### src/itoa_pkg.sv
// shared types and constants for the integer to decimal text converter
// no dependencies
package itoa_pkg;

	localparam int ValueW    = 32;
	localparam int CharW     = 6;
	localparam int DigW      = 4;
	localparam int MaxDigits = 10;
	localparam int CntW      = $clog2(MaxDigits);
	localparam int ProdW     = 2 * ValueW;
	localparam int RecipShift = 35;
	localparam int QuotW     = ProdW - RecipShift;

	localparam logic [ValueW-1:0] Recip10  = 32'hCCCC_CCCD;
	localparam logic [CharW-1:0]  CharMinus = 6'd45;
	localparam logic [CharW-1:0]  CharZero  = 6'd48;

	typedef enum logic [2:0] {
		ST_IDLE,
		ST_MUL,
		ST_DIV,
		ST_SIGN,
		ST_EMIT
	} state_t;

	typedef struct packed {
		logic load;
		logic mul;
		logic div;
		logic step;
		logic sign_sel;
	} itoa_cmd_t;

	typedef struct packed {
		logic neg;
		logic q_zero;
		logic cnt_zero;
	} itoa_stat_t;

endpackage

### src/itoa_in_if.sv
// input channel: one signed 32-bit value per transaction
// depends on itoa_pkg
interface itoa_in_if import itoa_pkg::*; ();
	logic                     valid;
	logic                     ready;
	logic signed [ValueW-1:0] value;

	modport source (output valid, output value, input ready);
	modport sink (input valid, input value, output ready);
endinterface

### src/itoa_out_if.sv
// output channel: one ascii character and a last flag per transaction
// depends on itoa_pkg
interface itoa_out_if import itoa_pkg::*; ();
	logic             valid;
	logic             ready;
	logic [CharW-1:0] character;
	logic             last;

	modport source (output valid, output character, output last, input ready);
	modport sink (input valid, input character, input last, output ready);
endinterface

### src/itoa_ctrl.sv
// controller state machine: sequences load, divide-by-ten steps and character output
// depends on itoa_pkg
module itoa_ctrl import itoa_pkg::*; (
	input  logic       clk,
	input  logic       arst_n,
	input  logic       in_valid,
	output logic       in_ready,
	output logic       out_valid,
	input  logic       out_ready,
	input  itoa_stat_t stat,
	output itoa_cmd_t  cmd
);

	state_t state_q;
	state_t state_nxt;

	always_ff @(posedge clk or negedge arst_n) begin
		if (!arst_n) begin
			state_q <= ST_IDLE;
		end else begin
			state_q <= state_nxt;
		end
	end

	always_comb begin
		state_nxt = state_q;
		case (state_q)
			ST_IDLE: begin
				if (in_valid) begin
					state_nxt = ST_MUL;
				end
			end
			ST_MUL: begin
				state_nxt = ST_DIV;
			end
			ST_DIV: begin
				if (!stat.q_zero) begin
					state_nxt = ST_MUL;
				end else if (stat.neg) begin
					state_nxt = ST_SIGN;
				end else begin
					state_nxt = ST_EMIT;
				end
			end
			ST_SIGN: begin
				if (out_ready) begin
					state_nxt = ST_EMIT;
				end
			end
			ST_EMIT: begin
				if (out_ready && stat.cnt_zero) begin
					state_nxt = ST_IDLE;
				end
			end
			default: begin
				state_nxt = ST_IDLE;
			end
		endcase
	end

	always_comb begin
		in_ready     = 1'b0;
		out_valid    = 1'b0;
		cmd          = '0;
		case (state_q)
			ST_IDLE: begin
				in_ready = 1'b1;
				cmd.load = in_valid;
			end
			ST_MUL: begin
				cmd.mul = 1'b1;
			end
			ST_DIV: begin
				cmd.div = 1'b1;
			end
			ST_SIGN: begin
				out_valid    = 1'b1;
				cmd.sign_sel = 1'b1;
			end
			ST_EMIT: begin
				out_valid = 1'b1;
				cmd.step  = out_ready && !stat.cnt_zero;
			end
			default: begin
				cmd = '0;
			end
		endcase
	end

endmodule

### src/itoa_dp.sv
// datapath: magnitude register, divide-by-ten by reciprocal multiply, digit store
// depends on itoa_pkg
module itoa_dp import itoa_pkg::*; (
	input  logic              clk,
	input  logic [ValueW-1:0] value,
	input  itoa_cmd_t         cmd,
	output itoa_stat_t        stat,
	output logic [CharW-1:0]  character,
	output logic              last
);

	logic              neg_q;
	logic [ValueW-1:0] mag_q;
	logic [ProdW-1:0]  prod_q;
	logic [CntW-1:0]   cnt_q;
	logic [DigW-1:0]   digits_q [MaxDigits];

	logic [QuotW-1:0]  quot;
	logic [ValueW-1:0] quot_x10;
	logic [ValueW-1:0] rem;

	assign quot     = prod_q[ProdW-1:RecipShift];
	assign quot_x10 = {quot, 3'b000} + {2'b00, quot, 1'b0};
	assign rem      = mag_q - quot_x10;

	always_ff @(posedge clk) begin
		if (cmd.load) begin
			neg_q <= value[ValueW-1];
			mag_q <= value[ValueW-1] ? (ValueW'(0) - value) : value;
			cnt_q <= '0;
		end
		if (cmd.mul) begin
			prod_q <= ProdW'(mag_q) * ProdW'(Recip10);
		end
		if (cmd.div) begin
			digits_q[cnt_q] <= rem[DigW-1:0];
			mag_q           <= ValueW'(quot);
			if (quot != '0) begin
				cnt_q <= cnt_q + CntW'(1);
			end
		end
		if (cmd.step) begin
			cnt_q <= cnt_q - CntW'(1);
		end
	end

	assign stat.neg      = neg_q;
	assign stat.q_zero   = (quot == '0);
	assign stat.cnt_zero = (cnt_q == '0);

	assign character = cmd.sign_sel ? CharMinus : (CharZero + CharW'(digits_q[cnt_q]));
	assign last      = !cmd.sign_sel && (cnt_q == '0);

endmodule

### src/int_to_decimal_ascii.sv
// top level: signed 32-bit integer to decimal ascii text, one character per transaction
// depends on itoa_pkg, itoa_in_if, itoa_out_if, itoa_ctrl, itoa_dp
//
// channel  dir  payload                 note
// din      in   value[31:0] signed      one value per transaction
// dout     out  character[5:0], last    one character per transaction, msb first
//
// a value with n digits is divided down digit by digit, then its characters go out one
// per cycle while dout is ready (n digits plus a leading '-' when negative)
// each digit passes through the shared divide-by-ten unit: multiply, then correct
// din is ready only when idle; a dout stall holds the character and freezes the machine
// arst_n clears the controller only; nothing is kept between values
module int_to_decimal_ascii import itoa_pkg::*; (
	input  logic          clk,
	input  logic          arst_n,
	itoa_in_if.sink       din,
	itoa_out_if.source    dout
);

	itoa_cmd_t  cmd;
	itoa_stat_t stat;

	itoa_ctrl u_ctrl (
		.clk       (clk),
		.arst_n    (arst_n),
		.in_valid  (din.valid),
		.in_ready  (din.ready),
		.out_valid (dout.valid),
		.out_ready (dout.ready),
		.stat      (stat),
		.cmd       (cmd)
	);

	itoa_dp u_dp (
		.clk       (clk),
		.value     (din.value),
		.cmd       (cmd),
		.stat      (stat),
		.character (dout.character),
		.last      (dout.last)
	);

endmodule

### src/flat_wrapper.sv
// flat-port wrapper written by rule: the top's interface ports become plain ports
module int_to_decimal_ascii_flat import itoa_pkg::*;
  (clk, arst_n, din_valid, din_value, din_ready, dout_valid, dout_character, dout_last, dout_ready);
  itoa_in_if din_i ();
  itoa_out_if dout_i ();
  input  logic clk;
  input  logic arst_n;
  input wire logic [$bits(din_i.valid)-1:0] din_valid;
  input wire logic [$bits(din_i.value)-1:0] din_value;
  output wire logic [$bits(din_i.ready)-1:0] din_ready;
  output wire logic [$bits(dout_i.valid)-1:0] dout_valid;
  output wire logic [$bits(dout_i.character)-1:0] dout_character;
  output wire logic [$bits(dout_i.last)-1:0] dout_last;
  input wire logic [$bits(dout_i.ready)-1:0] dout_ready;
  assign din_i.valid = din_valid;
  assign din_i.value = din_value;
  assign din_ready = din_i.ready;
  assign dout_valid = dout_i.valid;
  assign dout_character = dout_i.character;
  assign dout_last = dout_i.last;
  assign dout_i.ready = dout_ready;
  int_to_decimal_ascii u_core (.clk(clk), .arst_n(arst_n), .din(din_i), .dout(dout_i));
endmodule
### config.mk
export PLATFORM = sky130hd
export DESIGN_NAME = int_to_decimal_ascii_flat
export DESIGN_NICKNAME = d
export VERILOG_FILES = /design/src/itoa_pkg.sv /design/src/itoa_in_if.sv /design/src/itoa_out_if.sv /design/src/itoa_ctrl.sv /design/src/itoa_dp.sv /design/src/int_to_decimal_ascii.sv /design/src/flat_wrapper.sv
export SDC_FILE = /design/constraint.sdc
export NUM_CORES = 1
export LEC_CHECK = 0
export BUFFER_PORTS_ARGS = -buffer_cell sky130_fd_sc_hd__buf_2
export CORE_ASPECT_RATIO = 1.5
export CORE_UTILIZATION = 60
export CTS_BUF_LIST = sky130_fd_sc_hd__clkbuf_4
export CTS_CLUSTER_DIAMETER = 50
export DETAILED_ROUTE_END_ITERATION = 8
export PLACE_DENSITY_LB_ADDON = 0.05
export SETUP_SLACK_MARGIN = 0.15
export SYNTH_ARGS = -nofsm -noshare
export SYNTH_HDL_FRONTEND = slang
export SYNTH_SLANG_ARGS = --single-unit
### constraint.sdc
create_clock -name clk -period 6.3 [get_ports clk]
set_input_delay 0.945 -clock clk [delete_from_list [all_inputs] [get_ports clk]]
set_output_delay 0.945 -clock clk [all_outputs]
set_load 0.005 [all_outputs]
* Word-level counts from Yosys, hierarchy flattened *
Memories as Yosys holds them, arrays and structs flattened. A register that Yosys moved wholly into a read port is not among the register bits.
Cells that the tools add are included.

word-level totals
  flip-flop bits (word level) = 104
  bits in writable memories = 40
  input port bits = 36
  output and inout port bits = 9
  logic and storage cells = 56
  memories = 1

memory list
  name                  depth  width  rd ports  clocked after memory_dff  write ports  line           text
  u_core.u_dp.digits_q  10     4      1         1                         1            itoa_dp.sv:16  logic [DigW-1:0] digits_q [MaxDigits];

cells by class
  $add $sub $neg = 6
  multipliers = 1
  equal/unequal tests = 7
  mux-type cells = 23
  reductions and logical operators = 12

operators with widths
  kind                                                 count
  multiplier 32 x 32 -> 64 bit, second input constant  1
  two-way mux 29 bit                                   2
  two-way mux 32 bit                                   1
  subtractor 1 x 32 -> 32 bit, first input constant    1
  zero test 29 bit                                     1
  nonzero test 29 bit                                  1
  two-way mux 4 bit                                    4
  two-way mux 3 bit                                    5
  case mux 3 bit (5 select lines)                      1
  two-way mux 1 bit                                    9
  adder 5 x 5 -> 6 bit, first input constant           1
  equality test 3 x 2 -> 1 bit, second input constant  2
  two-way mux 6 bit                                    1
  inequality test 2 bit, second input constant         3
  adder 4 x 1 -> 4 bit, second input constant          1
  adder 4 bit                                          1
  zero test 4 bit                                      1
  subtractor 4 x 1 -> 4 bit, second input constant     1
  subtractor 4 bit                                     1
  equality test 3 x 1 -> 1 bit, second input constant  1
  equality test 3 bit, second input constant           1
  logical AND 1 bit                                    3
  zero test 3 bit                                      1
  AND reduction 3 bit                                  1
  other kinds (3)                                      4

* Logic depth before layout (Yosys ltp) *
  word-level depth = 6
  mapped depth = 25

* Modules after synthesis *
From an unflattened synthesis, not the netlist that was laid out.

second synthesis, totals
  cell total of the unflattened synthesis = 2148
  area, all modules = 22127.5 um^2

modules (own cells, without submodules)
  module     instances  cells each  area each (um^2)  seq. area each (um^2)
  itoa_dp    1          2119        21871.0           3113.0
  itoa_ctrl  1          29          256.5             75.1

* Least setup slack after synthesis *
Ideal clock, no wire load.

  path kind = reg2reg
  start point = reg u_core.u_dp.mag_q[18]
  end point = reg u_core.u_dp.prod_q[63], data pin
  library setup time = 0.283 ns
  data arrival time = 6.645 ns
  slack = -0.628 ns
  stages on the path, launching flop included = 26
  path buffers = 2
  period minus slack after synthesis = 6.928 ns
  path through = edfxtp_1 -> ha_1 -> inv_1 -> fa_1 -> inv_1 -> fa_1 -> inv_1 -> fa_1 -> inv_1 -> fa_1 -> fa_1 -> fa_1 -> inv_1 -> fa_1 -> inv_1 -> ha_1 -> and4_1 -> buf_4 -> and4_4 -> o311ai_1 -> o211a_1 -> o211a_1 -> a311oi_2 -> or2_1 -> buf_4 -> a311oi_1

on the way
  longest elaborated chain between the ends = 1

RTL lines
  what                          line           text
  start: declaration            itoa_dp.sv:13  logic [ValueW-1:0] mag_q;
  start signal: assignment      itoa_dp.sv:29  mag_q <= value[ValueW-1] ? (ValueW'(0) - value) : value;
  start signal: assignment      itoa_dp.sv:37  mag_q <= ValueW'(quot);
  multiplier 32 x 32 -> 64 bit  itoa_dp.sv:33  prod_q <= ProdW'(mag_q) * ProdW'(Recip10);
  end signal: assignment        itoa_dp.sv:33
  end: declaration              itoa_dp.sv:14  logic [ProdW-1:0] prod_q;

No other way between the ends.
A chain may end at the register's enable or synchronous reset.

* Worst setup path after layout *
  start point = reg u_core.u_dp.mag_q[5]
  end point = reg u_core.u_dp.prod_q[61], data pin

Same word-level chain as after synthesis.

==> impl_results.rst <==
.. list-table::
   :header-rows: 1

   * - Metric
     - Value
   * - Crit. End Element
     - flip-flop
   * - Number of routed nets with antenna violations
     - 0
   * - Post-route standard cell area excluding fillers
     - 27400 um^2
   * - Number of clock buffers inserted by TritonCTS
     - 9
   * - Wire length of the first global-routing pass
     - approximately 110000 um
   * - Post-layout worst setup margin
     - -0.775 ns
   * - Final Net Count
     - 3363
   * - Maximum number of pins on one net before global-route repair
     - between 60 and 70
   * - CTS root buf
     - sky130_fd_sc_hd__clkbuf_4
   * - Global routing usage summed across all routing layers
     - between 40 and 50%
   * - Async set or reset register ratio after synthesis
     - 2.75%
   * - Commonest cells post-synth
     - 558 x sky130_fd_sc_hd__inv_1, 387 x sky130_fd_sc_hd__fa_1, 357 x sky130_fd_sc_hd__ha_1
   * - Clock latency at the later pin of the worst-skew pair
     - 0.58 ns
   * - Worst-case headroom to the max-slew limit
     - around 21%
   * - Port Buf Inserts
     - between 40 and 50
   * - Count of different cell masters after synthesis
     - 70
   * - Fraction of layout instances using a drive strength above 1
     - 27.5%
   * - Violated checks
     - setup timing
   * - Syn nets
     - roughly 2900
   * - Effective utilization at floorplan
     - ~61%
   * - CTS Sinks
     - between 100 and 150
   * - Cell types with the largest area share after synthesis
     - sky130_fd_sc_hd__fa_1 35%, sky130_fd_sc_hd__ha_1 20%, sky130_fd_sc_hd__edfxtp_1 14%
   * - Register-to-Register Setup Slack
     - -0.77 ns
   * - Total of max-cap violations
     - 0
   * - Global route total overflow
     - 0
   * - Number of failing setup endpoints in the final timing report
     - 28
   * - Cells along the critical path
     - buf_4 -> ha_2 -> xor2_2 -> xor2_1 -> buf_4 -> fa_1 -> fa_1 -> fa_1 -> fa_1 -> fa_1 -> fa_1 -> ha_1 -> and3_4 -> and4_4 -> buf_4 -> a22oi_2 -> o211a_1 -> buf_4 -> o211ai_1 -> buf_4 -> o311a_4 -> o21ai_2 -> nand4b_1
   * - Share of Yosys cell area claimed by the top area cell type
     - approximately a third
   * - Worst R2R End
     - u_core.u_dp.prod_q[61]
   * - Initial antenna violation count
     - 1
   * - Critical Path Slowest Stage Cell
     - sky130_fd_sc_hd__edfxtp_1
   * - Delay of the slowest cell on the worst path
     - around 0.56 ns
   * - Register-to-Register Path Depth
     - 23
   * - Post-CTS Hold Buffers
     - 0
   * - Hold Path Class
     - primary input to async pin
   * - Final hold violation count
     - 0
   * - GRT busiest layer
     - met2
   * - Area growth syn-to-layout
     - 24.9%
   * - Routed vias
     - about 17000
   * - Setup clock skew after layout
     - roughly 0.054 ns
   * - Vertical extent of the die
     - roughly 240 um
   * - Synthesized area per cell
     - a little over 10 um^2
   * - Bufs on Longest Clock Path
     - 2
   * - Library cell appearing most often on the critical path
     - sky130_fd_sc_hd__fa_1
   * - Worst Tran Pin Value
     - 1.17 ns
   * - Unrepaired setup endpoints after global routing
     - true
   * - Clock transition at the registers of the reported paths
     - between 0.2 and 0.25 ns
   * - Die Wd
     - between 150 and 200 um
   * - Outcome
     - finished, violations left
   * - Number of warning messages in the yosys log
     - 0
   * - Met3 track demand over resource
     - approximately 7.8%
   * - Most frequent cell after synthesis
     - sky130_fd_sc_hd__inv_1
   * - Arrival time at the worst endpoint
     - around 7.4 ns
   * - Global routing met2 resource utilization
     - 71.3%
   * - Final period util
     - 112%
   * - Required @ worst endpoint
     - 6.62 ns
   * - CTS H-tree lvls
     - 3
   * - Routed len/inst
     - ~25 um
   * - Clock tree from TritonCTS
     - done
   * - Min Clock Period, post-route
     - 7.07 ns
   * - Via-to-Cell Ratio
     - ~5.7
   * - Setup CP Type
     - flip-flop to flip-flop
   * - Via count of the first global-routing pass
     - between 15000 and 20000
   * - Number of top-level pins
     - 45
   * - Crit path max fanout
     - 4
   * - Met1 routing resource usage after global routing
     - 42.8%
   * - RePlAce Congestion
     - ~1.1
   * - Post-synth design cell area
     - 21900 um^2
   * - Max-slew violation count
     - 0
   * - Cell accounting for the most synthesized area
     - sky130_fd_sc_hd__fa_1
   * - Count of TritonRoute iterations in the first routing pass
     - 5
   * - Number of enable-type register cells in the synthesized netlist
     - between 90 and 100
   * - Critical Path Start Type
     - flip-flop
   * - Row count
     - 85
   * - Die area
     - around 37000 um^2
   * - Remaining routing DRC violations
     - 0
   * - Primary FF master, synth
     - sky130_fd_sc_hd__edfxtp_1
   * - Placed wire-length estimate after detailed placement
     - approximately 64000 um
   * - Placed cell area
     - approximately 26000 um^2
   * - Number of instances in the synthesized netlist
     - 2118
   * - Register bit total from synthesis
     - about 110
   * - Wire length after detailed routing
     - 75200 um
   * - Core outline area
     - about 36000 um^2
   * - Proportion of synthesized chip area in sequential cells
     - between 10% and 20%
   * - Critical register-to-register path startpoint
     - u_core.u_dp.mag_q[5]
   * - Initial DRC count
     - 1045
   * - Maximum clock rate
     - approximately 140 MHz
[cells by family after synthesis]
family          after synthesis  share of synthesized area [%]
xor+xnor                     99                           3.99
fa+ha+maj                   744                           55.7
mux                          20                           1.40
simple gates                287                           6.62
compound gates              265                           7.60
other cells                   1                         0.0171
flops                       109                           14.5
buf+inv                     593                           10.2
[registers in the layout (all words and copies together) (netlist names)]
name                   count
u_core.u_dp.digits_q      40
u_core.u_ctrl.state_q      3
u_core.u_dp.cnt_q          4
u_core.u_dp.mag_q         32
u_core.u_dp.prod_q        29
u_core.u_dp.neg_q          1
[through the flow]
step	worst slack, ns	util (%)	std cells	hold slack (ns)	TNS (ns)
final	-0.775	76.3	3067	0.113	-13.91
after global routing	-0.913	76.3	3067	0.0881	-19.02
after CTS	-0.768	74.9	3046	0.0864	-12.12
after detailed placement	-0.965	71.8	2988	0.570	-17.55
after global placement	-0.735	71.8	2988	0.542	-13.43
after floorplan	-0.391	-	2118	0.482	-3.41
[area by class of cell]
| class | count | area (um^2) |
|---|---|---|
| clock inverters | 7 | 91.3 |
| inverters | 558 | 2100 |
| diodes | 1 | 2.50 |
| clock buffers | 9 | 67.6 |
| fillers | 2530 | 8530 |
| well taps | 478 | 598 |
| repair buffers | 489 | 3660 |
| flip-flops and latches | 109 | 3190 |
| multi-input cells | 1416 | 17700 |
[worst max-delay path by stage]
stage                                from                      to  slack, ns  cells past startpoint
finish               u_core.u_dp.mag_q[5]  u_core.u_dp.prod_q[61]      -0.77                     23
global route         u_core.u_dp.mag_q[5]  u_core.u_dp.prod_q[61]      -0.91                     23
CTS                 u_core.u_dp.mag_q[19]  u_core.u_dp.prod_q[59]      -0.77                     24
detailed placement   u_core.u_dp.mag_q[6]  u_core.u_dp.prod_q[59]      -0.97                     23
global placement     u_core.u_dp.mag_q[6]  u_core.u_dp.prod_q[63]      -0.73                     21
floorplan           u_core.u_dp.mag_q[18]  u_core.u_dp.prod_q[63]      -0.39                     25
[metal layers]
layer	vias up	routed length (um)
met4	0	10700
met5	-	0
met1	8697	24100
li1	7716	-
met3	399	4130
met2	671	36200
[worst max-delay path, delay by kind of cell (launching register included)]
kind	cells	cell delay (ns)
xor gates and xnor gates	2	0.36
buffers and inverters	5	0.81
and+or+nand+nor	3	0.52
AOI/OAI and AO/OA	5	0.97
DFF	1	0.56
adders and majority gates	8	3.59
[what timing repair did]
item | in CTS | in global routing
setup endpoints to repair | 29 | 29
gates resized for setup | 141 | 62
buffers inserted | 42 | 20
endpoints found under the hold margin | 0 | 0
pin swaps | 115 | 69
[cells in the final DEF, fill, tap and decap left out, types with 22 or more instances in the layout]
cell type                  synthesis  layout
sky130_fd_sc_hd__xor2_1           62      57
sky130_fd_sc_hd__xnor2_1          36      32
sky130_fd_sc_hd__ha_1            357     298
sky130_fd_sc_hd__edfxtp_1         99      99
sky130_fd_sc_hd__nand3_1          26      22
sky130_fd_sc_hd__ha_4              0      48
sky130_fd_sc_hd__inv_1           558     538
sky130_fd_sc_hd__fa_1            387     372
sky130_fd_sc_hd__nand2_1         103      99
sky130_fd_sc_hd__a21o_1           44      43
sky130_fd_sc_hd__a21oi_1          70      50
sky130_fd_sc_hd__o21ai_0          76      60
sky130_fd_sc_hd__nor2_1           42      36
sky130_fd_sc_hd__buf_2             0      43
sky130_fd_sc_hd__buf_4             3     426
Power is not shown: default switching activity piles up to over one toggle a cycle in this logic, so the estimate is an artifact.
